--- src/hdl/nrc_pkg.sv ---
package nrc_pkg;

	// Result kinds carried on out_kind
	localparam logic [1:0] KIND_DIGIT    = 2'd0;
	localparam logic [1:0] KIND_EMPTY    = 2'd1;
	localparam logic [1:0] KIND_BADCHAR  = 2'd2;
	localparam logic [1:0] KIND_OVERFLOW = 2'd3;

	// Configuration register indexes
	localparam logic [1:0] REG_SOURCE_BASE = 2'd0;
	localparam logic [1:0] REG_TARGET_BASE = 2'd1;
	localparam logic [1:0] REG_PAD_WIDTH   = 2'd2;

	localparam logic [5:0] BASE_MIN   = 6'd2;
	localparam logic [5:0] BASE_MAX   = 6'd36;
	localparam logic [5:0] BASE_RESET = 6'd10;
	localparam logic [6:0] NOT_DIGIT  = 7'd64;
	localparam logic [7:0] ASCII_ZERO = 8'h30;
	localparam logic [7:0] ASCII_NINE = 8'h39;
	localparam logic [7:0] ASCII_A    = 8'h41;
	localparam logic [7:0] ASCII_Z    = 8'h5A;

	// Status of the shared divider
	typedef struct packed {
		logic busy;
		logic done;
	} div_stat_t;

	// Digit value of an ASCII character, NOT_DIGIT if it is none
	function automatic logic [6:0] char_value(input logic [7:0] c);
		logic [7:0] v;
		v = 8'd0;
		if (c >= ASCII_ZERO && c <= ASCII_NINE) begin
			v = c - ASCII_ZERO;
			return v[6:0];
		end
		if (c >= ASCII_A && c <= ASCII_Z) begin
			v = c - ASCII_A + 8'd10;
			return v[6:0];
		end
		return NOT_DIGIT;
	endfunction

	// ASCII glyph of a digit value 0..35
	function automatic logic [7:0] glyph(input logic [5:0] dv);
		if (dv < 6'd10) begin
			return ASCII_ZERO + {2'b00, dv};
		end
		return ASCII_A - 8'd10 + {2'b00, dv};
	endfunction

	// Clamp a radix to 2..36
	function automatic logic [5:0] clamp_base(input logic [5:0] b);
		if (b < BASE_MIN) begin
			return BASE_MIN;
		end
		if (b > BASE_MAX) begin
			return BASE_MAX;
		end
		return b;
	endfunction

endpackage

--- src/hdl/nrc_divider.sv ---
module nrc_divider import nrc_pkg::*; #(
	parameter int VALUE_BITS = 31
) (
	input  logic                  clk,
	input  logic                  arst_n,
	input  logic                  start,
	input  logic [VALUE_BITS-1:0] dividend,
	input  logic [5:0]            divisor,
	output div_stat_t             stat,
	output logic [VALUE_BITS-1:0] quotient,
	output logic [5:0]            remainder
);

	localparam int STEP_W = $clog2(VALUE_BITS);
	localparam logic [STEP_W-1:0] LAST_STEP = STEP_W'(VALUE_BITS - 1);

	logic                  busy_q;
	logic                  done_q;
	logic [STEP_W-1:0]     step_q;
	logic [VALUE_BITS-1:0] quo_q;
	logic [5:0]            rem_q;
	logic [5:0]            divisor_q;

	logic [6:0] trial;
	logic [6:0] diff;
	logic       ge;
	logic [5:0] rem_next;

	// One restoring step: bring down the next dividend bit, subtract if it fits
	always_comb begin
		trial    = {rem_q, quo_q[VALUE_BITS-1]};
		diff     = trial - {1'b0, divisor_q};
		ge       = trial >= {1'b0, divisor_q};
		rem_next = ge ? diff[5:0] : trial[5:0];
	end

	// Sequence the steps, one quotient bit per cycle
	always_ff @(posedge clk or negedge arst_n) begin
		if (!arst_n) begin
			busy_q    <= 1'b0;
			done_q    <= 1'b0;
			step_q    <= '0;
			quo_q     <= '0;
			rem_q     <= '0;
			divisor_q <= BASE_MIN;
		end else if (start) begin
			busy_q    <= 1'b1;
			done_q    <= 1'b0;
			step_q    <= '0;
			quo_q     <= dividend;
			rem_q     <= '0;
			divisor_q <= divisor;
		end else if (busy_q) begin
			quo_q <= {quo_q[VALUE_BITS-2:0], ge};
			rem_q <= rem_next;
			if (step_q == LAST_STEP) begin
				busy_q <= 1'b0;
				done_q <= 1'b1;
			end else begin
				step_q <= step_q + 1'b1;
			end
		end else begin
			done_q <= 1'b0;
		end
	end

	assign stat.busy = busy_q;
	assign stat.done = done_q;
	assign quotient  = quo_q;
	assign remainder = rem_q;

	a_rem_below_divisor: assert property (@(posedge clk) disable iff (!arst_n)
		done_q |-> rem_q < divisor_q)
		else $error("divider remainder not below divisor");

	a_done_not_busy: assert property (@(posedge clk) disable iff (!arst_n)
		done_q |-> !busy_q)
		else $error("divider done while busy");

	a_no_restart: assert property (@(posedge clk) disable iff (!arst_n)
		start |-> !busy_q)
		else $error("divider started while busy");

endmodule

--- src/hdl/numeral_radix_converter.sv ---
// Radix converter for ASCII numerals. Characters ('0'-'9', 'A'-'Z') enter one
// beat at a time, most significant first, in source_base; on the beat marked
// in_last the value goes out as ASCII digits in target_base, most significant
// first, padded with '0' to pad_width digits, or as one marker beat of kind
// empty, invalid character or overflow. in_ready is high only while idle. A
// character that is not last is accepted, then folded in by a multiply-add.
// The last character is followed by a status check, after which an invalid
// character or overflow marker is shown at once. Otherwise each digit of the
// value comes from the shared bit-serial divider, which yields one quotient
// bit a cycle while busy; a zero value yields no digits. The output is then
// sized, and each digit beat passes through buffer read, output load and
// handoff, which waits on out_ready; an empty marker goes straight to handoff.
module numeral_radix_converter import nrc_pkg::*; #(
	parameter int VALUE_BITS = 31,
	parameter int MAX_PAD    = 64
) (
	input  logic       clk,
	input  logic       arst_n,
	input  logic       cfg_en,
	input  logic [1:0] cfg_addr,
	input  logic [6:0] cfg_data,
	input  logic       in_valid,
	output logic       in_ready,
	input  logic [7:0] in_char,
	input  logic       in_last,
	output logic       out_valid,
	input  logic       out_ready,
	output logic [7:0] out_char,
	output logic [1:0] out_kind,
	output logic       out_last
);

	localparam int PROD_W  = VALUE_BITS + 6;
	localparam int DCNT_W  = $clog2(VALUE_BITS + 1);
	localparam int IDX_W   = $clog2(VALUE_BITS);
	localparam int TOT_MAX = (MAX_PAD > VALUE_BITS) ? MAX_PAD : VALUE_BITS;
	localparam int TOT_W   = $clog2(TOT_MAX + 1);

	typedef enum logic [3:0] {
		ST_IDLE,
		ST_FOLD,
		ST_CHECK,
		ST_DSTART,
		ST_DWAIT,
		ST_TOTAL,
		ST_FETCH,
		ST_LOAD,
		ST_SHOW
	} state_t;

	state_t                state_q;
	logic [5:0]            source_base_q;
	logic [5:0]            target_base_q;
	logic [6:0]            pad_width_q;
	logic [7:0]            char_q;
	logic                  last_q;
	logic [VALUE_BITS-1:0] acc_q;
	logic                  bad_q;
	logic                  ovf_q;
	logic [DCNT_W-1:0]     dcnt_q;
	logic [TOT_W-1:0]      left_q;
	logic                  out_valid_q;
	logic [7:0]            out_char_q;
	logic [1:0]            out_kind_q;
	logic                  out_last_q;
	logic [5:0]            rd_q;

	logic [5:0] digit_mem [VALUE_BITS];

	logic [5:0]            sb;
	logic [5:0]            tb;
	logic [6:0]            dval;
	logic                  char_bad;
	logic [PROD_W-1:0]     prod;
	logic                  prod_ovf;
	logic [TOT_W-1:0]      pad_eff;
	logic [TOT_W-1:0]      dcnt_ext;
	logic [TOT_W-1:0]      total;
	logic [IDX_W-1:0]      rd_addr;
	logic [IDX_W-1:0]      wr_addr;
	logic                  wr_en;
	logic                  div_start;
	div_stat_t             div_stat;
	logic [VALUE_BITS-1:0] div_quo;
	logic [5:0]            div_rem;

	// Hold configuration registers
	always_ff @(posedge clk or negedge arst_n) begin
		if (!arst_n) begin
			source_base_q <= BASE_RESET;
			target_base_q <= BASE_RESET;
			pad_width_q   <= '0;
		end else if (cfg_en) begin
			case (cfg_addr)
				REG_SOURCE_BASE: source_base_q <= cfg_data[5:0];
				REG_TARGET_BASE: target_base_q <= cfg_data[5:0];
				REG_PAD_WIDTH:   pad_width_q   <= cfg_data;
				default: ;
			endcase
		end
	end

	// Decode the held character and form the multiply-add
	always_comb begin
		sb       = clamp_base(source_base_q);
		tb       = clamp_base(target_base_q);
		dval     = char_value(char_q);
		char_bad = dval >= {1'b0, sb};
		prod     = PROD_W'(acc_q) * PROD_W'(sb) + PROD_W'(dval[5:0]);
		prod_ovf = |prod[PROD_W-1:VALUE_BITS];
	end

	// Count of result beats: digits or pad, whichever is larger
	always_comb begin
		pad_eff  = (pad_width_q > 7'(MAX_PAD)) ? TOT_W'(MAX_PAD) : TOT_W'(pad_width_q);
		dcnt_ext = TOT_W'(dcnt_q);
		total    = (dcnt_ext > pad_eff) ? dcnt_ext : pad_eff;
		rd_addr  = IDX_W'(left_q - TOT_W'(1));
		wr_addr  = IDX_W'(dcnt_q);
		wr_en    = (state_q == ST_DWAIT) && div_stat.done;
		div_start = (state_q == ST_DSTART) && (acc_q != '0);
	end

	nrc_divider #(
		.VALUE_BITS(VALUE_BITS)
	) u_div (
		.clk      (clk),
		.arst_n   (arst_n),
		.start    (div_start),
		.dividend (acc_q),
		.divisor  (tb),
		.stat     (div_stat),
		.quotient (div_quo),
		.remainder(div_rem)
	);

	// Digit buffer, least significant digit at index zero
	always_ff @(posedge clk) begin
		if (wr_en) begin
			digit_mem[wr_addr] <= div_rem;
		end
		rd_q <= digit_mem[rd_addr];
	end

	// Sequence fold, conversion and output beats
	always_ff @(posedge clk or negedge arst_n) begin
		if (!arst_n) begin
			state_q     <= ST_IDLE;
			char_q      <= '0;
			last_q      <= 1'b0;
			acc_q       <= '0;
			bad_q       <= 1'b0;
			ovf_q       <= 1'b0;
			dcnt_q      <= '0;
			left_q      <= '0;
			out_valid_q <= 1'b0;
			out_char_q  <= '0;
			out_kind_q  <= KIND_DIGIT;
			out_last_q  <= 1'b0;
		end else begin
			case (state_q)
				ST_IDLE: begin
					if (in_valid) begin
						char_q  <= in_char;
						last_q  <= in_last;
						state_q <= ST_FOLD;
					end
				end
				ST_FOLD: begin
					if (char_bad) begin
						bad_q <= 1'b1;
					end else if (!bad_q && !ovf_q) begin
						if (prod_ovf) begin
							ovf_q <= 1'b1;
						end else begin
							acc_q <= prod[VALUE_BITS-1:0];
						end
					end
					state_q <= last_q ? ST_CHECK : ST_IDLE;
				end
				ST_CHECK: begin
					if (bad_q || ovf_q) begin
						out_char_q  <= '0;
						out_kind_q  <= bad_q ? KIND_BADCHAR : KIND_OVERFLOW;
						out_last_q  <= 1'b1;
						out_valid_q <= 1'b1;
						left_q      <= TOT_W'(1);
						state_q     <= ST_SHOW;
					end else begin
						state_q <= ST_DSTART;
					end
				end
				ST_DSTART: begin
					state_q <= (acc_q == '0) ? ST_TOTAL : ST_DWAIT;
				end
				ST_DWAIT: begin
					if (div_stat.done) begin
						acc_q   <= div_quo;
						dcnt_q  <= dcnt_q + 1'b1;
						state_q <= (div_quo == '0) ? ST_TOTAL : ST_DSTART;
					end
				end
				ST_TOTAL: begin
					if (total == '0) begin
						out_char_q  <= '0;
						out_kind_q  <= KIND_EMPTY;
						out_last_q  <= 1'b1;
						out_valid_q <= 1'b1;
						left_q      <= TOT_W'(1);
						state_q     <= ST_SHOW;
					end else begin
						left_q  <= total;
						state_q <= ST_FETCH;
					end
				end
				ST_FETCH: begin
					state_q <= ST_LOAD;
				end
				ST_LOAD: begin
					out_char_q  <= (left_q > dcnt_ext) ? ASCII_ZERO : glyph(rd_q);
					out_kind_q  <= KIND_DIGIT;
					out_last_q  <= (left_q == TOT_W'(1));
					out_valid_q <= 1'b1;
					state_q     <= ST_SHOW;
				end
				ST_SHOW: begin
					if (out_ready) begin
						out_valid_q <= 1'b0;
						if (out_last_q) begin
							acc_q   <= '0;
							bad_q   <= 1'b0;
							ovf_q   <= 1'b0;
							dcnt_q  <= '0;
							state_q <= ST_IDLE;
						end else begin
							left_q  <= left_q - 1'b1;
							state_q <= ST_FETCH;
						end
					end
				end
				default: begin
					state_q <= ST_IDLE;
				end
			endcase
		end
	end

	assign in_ready  = (state_q == ST_IDLE);
	assign out_valid = out_valid_q;
	assign out_char  = out_char_q;
	assign out_kind  = out_kind_q;
	assign out_last  = out_last_q;

	a_no_input_while_output: assert property (@(posedge clk) disable iff (!arst_n)
		out_valid_q |-> !in_ready)
		else $error("input taken while a result is pending");

	a_marker_shape: assert property (@(posedge clk) disable iff (!arst_n)
		(out_valid_q && out_kind_q != KIND_DIGIT) |-> (out_char_q == '0 && out_last_q))
		else $error("marker beat with char or without last");

	a_digit_fits_buffer: assert property (@(posedge clk) disable iff (!arst_n)
		wr_en |-> dcnt_q < DCNT_W'(VALUE_BITS))
		else $error("digit buffer overrun");

	a_last_on_final_beat: assert property (@(posedge clk) disable iff (!arst_n)
		(out_valid_q && out_kind_q == KIND_DIGIT) |-> (out_last_q == (left_q == TOT_W'(1))))
		else $error("last flag does not match remaining beat count");

endmodule
--- config.mk ---
export PLATFORM = sky130hd
export DESIGN_NAME = numeral_radix_converter
export DESIGN_NICKNAME = d
export VERILOG_FILES = /design/src/hdl/nrc_pkg.sv /design/src/hdl/nrc_divider.sv /design/src/hdl/numeral_radix_converter.sv
export SDC_FILE = /design/constraint.sdc
export NUM_CORES = 1
export LEC_CHECK = 0
export BUFFER_PORTS_ARGS = -buffer_cell sky130_fd_sc_hd__buf_2
export CELL_PAD_IN_SITES_DETAIL_PLACEMENT = 1
export CELL_PAD_IN_SITES_GLOBAL_PLACEMENT = 2
export CORE_UTILIZATION = 40
export CTS_CLUSTER_SIZE = 14
export DETAILED_ROUTE_END_ITERATION = 12
export PLACE_DENSITY = 0.7
export SLEW_MARGIN = 5
export SYNTH_ARGS = -nofsm -noshare
export SYNTH_HDL_FRONTEND = slang
export SYNTH_HIERARCHICAL = 1
export SYNTH_SLANG_ARGS = --single-unit
--- constraint.sdc ---
create_clock -name clk -period 7.6 [get_ports clk]
set_input_delay 1.9 -clock clk [delete_from_list [all_inputs] [get_ports clk]]
set_output_delay 1.9 -clock clk [all_outputs]
set_load 0.01 [all_outputs]
==> metrics.json, run 1 <==
{
  "status": {"value": "completed"},
  "p_sw_share": {"value": 42.98, "unit": "%"},
  "portBuffers": {"value": 34},
  "dieWidth": {"value": 234.7, "unit": "µm"},
  "yosys_warning_count": {"value": 6},
  "arrival": {"value": 7410, "unit": "ps"},
  "place.gp.congestion": {"value": 0.8346},
  "finalNetCount": {"value": 2119},
  "antenna_violating_nets_post_route": {"value": 0},
  "final.setup_skew": {"value": 16.20, "unit": "ps"},
  "wl_per_cell": {"value": 22.73, "unit": "µm"},
  "fill_cells": {"value": 5587},
  "cts_bufs_inserted": {"value": 35},
  "setup-violations-final": {"value": 0},
  "achievable-frequency": {"value": 142.6, "unit": "MHz"},
  "post-route-cell-area": {"value": 23730, "unit": "µm²"},
  "clock_tree.htree_level_count": {"value": 2},
  "worst_r2r_path_depth": {"value": 22},
  "drv_slew": {"value": 0},
  "hold_viol_final": {"value": 0},
  "max-clock-path-buffers": {"value": 3},
  "io_pins": {"value": 36},
  "num_rows": {"value": 84},
  "critPathSlowestCell": {"value": "sky130_fd_sc_hd__fa_1"},
  "post_cts_hold_buffer_count": {"value": 0},
  "slew-limit-headroom": {"value": 17.31, "unit": "%"},
  "number_of_design_rule_violations_left_by_the_first_detailed_router_iteration": {"value": 711},
  "cts-root-buf": {"value": "sky130_fd_sc_hd__clkbuf_16"},
  "worst_slew_pin_slew": {"value": 1240, "unit": "ps"},
  "postCtsSetupRepairBufs": {"value": 0},
  "worstPathRequired": {"value": 8000, "unit": "ps"},
  "critPathCaptureType": {"value": "register"},
  "share_clk_of_total_power": {"value": 18.3, "unit": "%"},
  "tritoncts_num_sinks": {"value": 330},
  "clk_transition_reported_paths": {"value": 60, "unit": "ps"},
  "final_period_minus_worst_setup_slack": {"value": 7012, "unit": "ps"},
  "rsz0062_at_grt": {"value": "false"},
  "global_route_wire_length_before_repair": {"value": 93650, "unit": "µm"},
  "maxCapViolCount": {"value": 0},
  "whs_path_depth": {"value": 1},
  "critical-path-max-stage-delay": {"value": 590, "unit": "ps"},
  "antenna-diode-count": {"value": 0},
  "post_dp_cell_area": {"value": 22550, "unit": "µm²"},
  "areaGrowthSynthToFinish": {"value": 9.537, "unit": "%"},
  "post_cts_resize_count": {"value": 0},
  "global_route.usage.total": {"value": 21.87, "unit": "%"},
  "grt_pass1_vias": {"value": 15647},
  "antenna_found_initial": {"value": 1},
  "tns": {"value": 0, "unit": "ps"},
  "synthCells": {"value": 1845},
  "p_sw": {"value": 0.004123, "unit": "W"},
  "drive_gt1_share": {"value": 14.39, "unit": "%"},
  "power_density": {"value": 404.3, "unit": "nW/µm²"},
  "static-leakage-power": {"value": 10.11, "unit": "nW"},
  "min_period_over_period": {"value": 92.27, "unit": "%"},
  "route.final.wire_length": {"value": 58450, "unit": "µm"},
  "cts_tree": {"value": "built"},
  "cp-start-kind": {"value": "register"},
  "criticalPathCategory": {"value": "reg2reg"},
  "dr_total_vias": {"value": 14262},
  "peak_supply_drop": {"value": 159.6, "unit": "µV"},
  "syn_nets": {"value": 2108},
  "clk-insertion-delay-late": {"value": 530, "unit": "ps"},
  "power.sequential.fraction": {"value": 30.8, "unit": "%"},
  "power_frac_comb": {"value": 50.9, "unit": "%"},
  "grt_start_max_net_pins": {"value": 98},
  "fp.coreArea": {"value": 53080, "unit": "µm²"},
  "internal_power": {"value": 0.005469, "unit": "W"},
  "initial_core_util": {"value": 40.81, "unit": "%"},
  "synth.avg_cell_area": {"value": 11.74, "unit": "µm²"},
  "critical_path.max_fanout": {"value": 31},
  "multiInputGateArea": {"value": 11840, "unit": "µm²"},
  "vias_per_cell": {"value": 5.547},
  "drc": {"value": 0},
  "grt_overflow": {"value": 0},
  "path_cells": {"value": "nor4_1, a21oi_2, and2_1, fa_1, inv_1, fa_1, inv_1, fa_1, inv_1, fa_1, inv_1, ha_1, a21o_2, a221oi_4, o21ai_1, a2111o_1, a311o_1, a32oi_1, nor4_4, a41oi_4, buf_12, mux2_2"},
  "synthesis.area": {"value": 21660, "unit": "µm²"},
  "dieHeight": {"value": 234.7, "unit": "µm"},
  "drt_pre_antenna_iters": {"value": 4},
  "hpwlAfterDp": {"value": 44030, "unit": "µm"},
  "holdCritPathClass": {"value": "reg2reg"},
  "die-area": {"value": 55090, "unit": "µm²"},
  "final-seq-area": {"value": 9168, "unit": "µm²"}
}
-- placed cells by master (no fill, tap or decap), drive strengths merged, types with 73 or more instances in the layout --
cell type	n
dfrtp	133
nand2	164
a21oi	73
inv	86
ha	119
o21ai	111
and2	144
edfxtp	186
fa	121
nor2	112
-- layout make-up --
| cell class | count | share of cell area (%) |
|---|---|---|
| Inverter | 84 | 1.329 |
| Tap cell | 688 | 3.628 |
| Clock buffer | 45 | 4.082 |
| Sequential cell | 330 | 38.64 |
| Timing Repair Buffer | 58 | 1.556 |
| Clock inverter | 19 | 0.8807 |
| Multi-Input combinational cell | 1347 | 49.89 |
-- worst max-delay path, delay by kind of cell (launching register included) --
family          cells  cell delay [ps]
compound gates      8             2230
fa+ha+maj           5             2500
buf+inv             5              540
flops               1              440
mux                 1              360
simple gates        3              810
-- state kept, by name, indices dropped and copies added, names as in the netlist, 2 cells and up --
signal,flops
pad_width_q,7
u_div/quotient,31
u_div/remainder,6
rd_q,6
out_char,7
u_div/step_q,5
left_q,7
char_q,8
out_kind,2
source_base_q,6
digit_mem,186
target_base_q,6
u_div/divisor_q,6
state_q,4
dcnt_q,5
acc_q,31
-- through the flow --
stage               hold WS (ps)  util [%]  instances  total power, W  setup slack [ps]
floorplan                  471.2         -       1845        0.006238              1241
global placement           475.1     42.48       2507        0.007786             670.3
detailed placement         476.9     42.48       2507        0.007900             549.7
CTS                        496.9     44.70       2571        0.009698             507.7
global route               514.3     44.70       2571         0.01031             305.4
finish                     487.5     44.70       2571        0.009593             587.6
-- per-layer routing --
metal	wire length, µm	up-vias	track usage [%]
li1	-	6611	-
met1	26810	7401	29.52
met2	28500	181	37.21
met3	1572	69	2.420
met4	1557	0	6.240
met5	0	-	0
-- path summary, 6_finish.rpt --
check | startpoint | end | slack (ps)
setup / recovery | source_base_q[2] | acc_q[25] | 590
hold / removal | out_char[4] | out_char[4] | 490
setup reg to reg | source_base_q[2] | acc_q[25] | 590
hold reg to reg | out_char[4] | out_char[4] | 490
max in group asynchronous | arst_n | left_q[0] | 4890
min in group asynchronous | arst_n | char_q[4] | 1410
-- power by group through the flow --
stage | sequential [W] | clock, W | combinational, W
after floorplan | 0.00269 | 0 | 0.00355
after global placement | 0.00298 | 0 | 0.00481
after detailed placement | 0.00300 | 0 | 0.00490
after CTS | 0.00297 | 0.00180 | 0.00493
after global routing | 0.00303 | 0.00186 | 0.00542
final | 0.00296 | 0.00176 | 0.00488
(Power assumes the default switching activity.)
==> inputs of run 2 (changes only) <==
--- a/config.mk
+++ b/config.mk
@@ -8,10 +8,11 @@
 export BUFFER_PORTS_ARGS = -buffer_cell sky130_fd_sc_hd__buf_2
 export CELL_PAD_IN_SITES_DETAIL_PLACEMENT = 1
 export CELL_PAD_IN_SITES_GLOBAL_PLACEMENT = 2
-export CORE_UTILIZATION = 40
+export CORE_UTILIZATION = 45
 export CTS_CLUSTER_SIZE = 14
 export DETAILED_ROUTE_END_ITERATION = 12
-export PLACE_DENSITY = 0.7
+export PLACE_DENSITY = 0.77
+export RECOVER_POWER = 100
 export SLEW_MARGIN = 5
 export SYNTH_ARGS = -nofsm -noshare
 export SYNTH_HDL_FRONTEND = slang
==> run 2 against run 1 <==
The run now ends with capacitance limit, slew limit left. Die area shrank 11%. Sequential power is essentially flat. Core utilization grew 4.3 points. Flip-flop and latch count is the same. Sequential share of layout area grew 0.62 points. Via count is essentially flat. Critical path depth is the same. Critical path type unchanged. Largest power group unchanged. Highest routed layer unchanged.
==> metrics.json, run 2 (synthesis gave the netlist of run 1 again) <==
{
  "status": {"value": "complete, but fails checks"},
  "violations_in_the_final_reports": {"value": "capacitance limit, slew limit"},
  "dr_total_vias": {"value": 14248},
  "global_route.usage.total": {"value": 24.35, "unit": "%"},
  "drive_gt1_share": {"value": 11.02, "unit": "%"},
  "place.gp.congestion": {"value": 0.8266},
  "largest_reg_flops": {"value": 186},
  "worstReg2RegEnd": {"value": "acc_q[10]"},
  "layout_commonest_cell": {"value": "sky130_fd_sc_hd__edfxtp_1"},
  "max-clock-path-buffers": {"value": 3},
  "tritoncts_num_sinks": {"value": 330},
  "holdCritPathClass": {"value": "reg2reg"},
  "tns": {"value": 0, "unit": "ps"},
  "critPathSlowestCell": {"value": "sky130_fd_sc_hd__fa_1"},
  "cp-start-kind": {"value": "register"},
  "grt_pass1_vias": {"value": 15523},
  "holdPathEnd": {"value": "out_char[4]"},
  "cts-root-buf": {"value": "sky130_fd_sc_hd__clkbuf_16"},
  "dieHeight": {"value": 221.4, "unit": "µm"},
  "hold_path.startpoint": {"value": "out_char[4]"},
  "antenna_violating_nets_post_route": {"value": 0},
  "antenna-diode-count": {"value": 0},
  "drt_pre_antenna_iters": {"value": 7},
  "final.setup_skew": {"value": 21.97, "unit": "ps"},
  "fp.coreArea": {"value": 47650, "unit": "µm²"},
  "register_ranked_first_by_flip_flop_count": {"value": "digit_mem"},
  "dieWidth": {"value": 221.4, "unit": "µm"},
  "wl_per_cell": {"value": 23.10, "unit": "µm"},
  "postCtsSetupRepairBufs": {"value": 0},
  "arrival": {"value": 7550, "unit": "ps"},
  "critPathCaptureType": {"value": "register"},
  "slew-limit-headroom": {"value": -148.7, "unit": "%"},
  "crit-reg2reg-launch": {"value": "source_base_q[2]"},
  "whs_path_depth": {"value": 1},
  "portBuffers": {"value": 34},
  "initial_core_util": {"value": 45.46, "unit": "%"},
  "antenna_found_initial": {"value": 0},
  "finalNetCount": {"value": 2117},
  "io_pins": {"value": 36},
  "setup-violations-final": {"value": 0},
  "critPathBufInv": {"value": 5},
  "post_cts_resize_count": {"value": 0},
  "clk_transition_reported_paths": {"value": 60, "unit": "ps"},
  "static-leakage-power": {"value": 9.893, "unit": "nW"},
  "grt_start_max_net_pins": {"value": 88},
  "most_used_cells_in_the_layout_excluding_fill_and_tap_cells": {"value": "sky130_fd_sc_hd__edfxtp_1, sky130_fd_sc_hd__nand2_1, sky130_fd_sc_hd__and2_1"},
  "clock_tree.htree_level_count": {"value": 2},
  "vias_per_cell": {"value": 5.715},
  "achievable-frequency": {"value": 139.7, "unit": "MHz"},
  "power_density": {"value": 401.3, "unit": "nW/µm²"},
  "num_rows": {"value": 80},
  "peak_supply_drop": {"value": 204.2, "unit": "µV"},
  "critical_path.max_fanout": {"value": 31},
  "worst_r2r_path_depth": {"value": 22},
  "route.final.wire_length": {"value": 57580, "unit": "µm"},
  "worst_slew_pin_slew": {"value": 3730, "unit": "ps"},
  "path_cells": {"value": "nor4_1, a21oi_2, and2_0, fa_1, inv_1, fa_1, inv_1, fa_1, inv_1, fa_1, inv_1, ha_1, a21o_2, a221oi_4, o21ai_0, a2111o_1, a311o_1, a32oi_1, nor4_4, a41oi_1, buf_12, mux2_1"},
  "final_period_minus_worst_setup_slack": {"value": 7157, "unit": "ps"},
  "rsz0062_at_grt": {"value": "false"},
  "drv_slew": {"value": 401},
  "maxCapViolCount": {"value": 8},
  "cts_bufs_inserted": {"value": 34},
  "power": {"value": 0.009368, "unit": "W"},
  "grt_overflow": {"value": 0},
  "hpwlAfterDp": {"value": 43410, "unit": "µm"},
  "timing.critical_path.max_delay_family": {"value": "adder cells"},
  "cts_tree": {"value": "built"},
  "die-area": {"value": 49020, "unit": "µm²"},
  "post_cts_hold_buffer_count": {"value": 0},
  "critical-path-max-stage-delay": {"value": 570, "unit": "ps"},
  "hold_viol_final": {"value": 0},
  "global_route_wire_length_before_repair": {"value": 92670, "unit": "µm"},
  "number_of_design_rule_violations_left_by_the_first_detailed_router_iteration": {"value": 692},
  "areaGrowthSynthToFinish": {"value": 7.787, "unit": "%"},
  "worstPathRequired": {"value": 7990, "unit": "ps"},
  "min_period_over_period": {"value": 94.17, "unit": "%"},
  "drc": {"value": 0},
  "clk-insertion-delay-late": {"value": 520, "unit": "ps"},
  "worst-r2r-setup-slack": {"value": 440, "unit": "ps"},
  "criticalPathCategory": {"value": "reg2reg"}
}
[run 2: changes by cell type in the layout (fill, tap and decap cells not counted), moves of 3 or more]
cell	previous run	this run
sky130_fd_sc_hd__mux2_4	30	4
sky130_fd_sc_hd__clkbuf_1	5	27
sky130_fd_sc_hd__buf_2	33	18
sky130_fd_sc_hd__buf_4	23	16
sky130_fd_sc_hd__clkinv_1	5	9
sky130_fd_sc_hd__clkbuf_8	3	0
sky130_fd_sc_hd__mux2_2	37	33
sky130_fd_sc_hd__mux2_1	0	30
[run 2: worst max-delay path by stage]
stage,from,endpoint,slack (ps),depth (start not counted)
2_1_floorplan,source_base_q[5],acc_q[0],1240,24
4_1_cts,source_base_q[2],acc_q[25],540,22
6_report,source_base_q[2],acc_q[10],440,22
3_3_place_gp,source_base_q[2],acc_q[25],690,22
3_5_place_dp,source_base_q[2],acc_q[25],570,22
5_1_grt,source_base_q[2],acc_q[13],200,22
[run 2: power breakdown]
group	switching, W	leakage (nW)	internal (W)
Sequential	0.000615	3.46	0.00235
Combinational	0.00274	5.91	0.00204
Clock	0.000682	0.522	0.000946
Total	0.00403	9.89	0.00533
[run 2: cell type report]
class                      count  area [µm²]
inverter                      84       315.3
tap                          615       769.5
clock inverter                19       170.2
clock buffer                  41       898.4
fill                        4987       24300
multi-input combinational   1347       11710
timing repair buffer          57       314.1
sequential                   330        9166
[run 2: per-layer routing]
metal / track usage (%) / up-vias / share of wire (%)
met1: 32.83 / 7380 / 45
li1: - / 6601 / -
met3: 1.965 / 55 / 2.7
met4: 6.113 / 0 / 2.1
met5: 0 / - / 0
met2: 42.53 / 212 / 51
[run 2: metrics by stage]
stage	setup slack, ps	area [µm²]	utilization [%]	cells	hold WS (ps)
final	442.9	23350	49.00	2493	486.2
after global routing	196.4	23350	49.00	2493	508.7
after CTS	542.1	23520	49.36	2493	491.7
after detailed placement	572.4	22450	47.12	2433	474.3
after global placement	690.8	22450	47.12	2433	472.5
after floorplan	1241	21660	-	1845	471.2
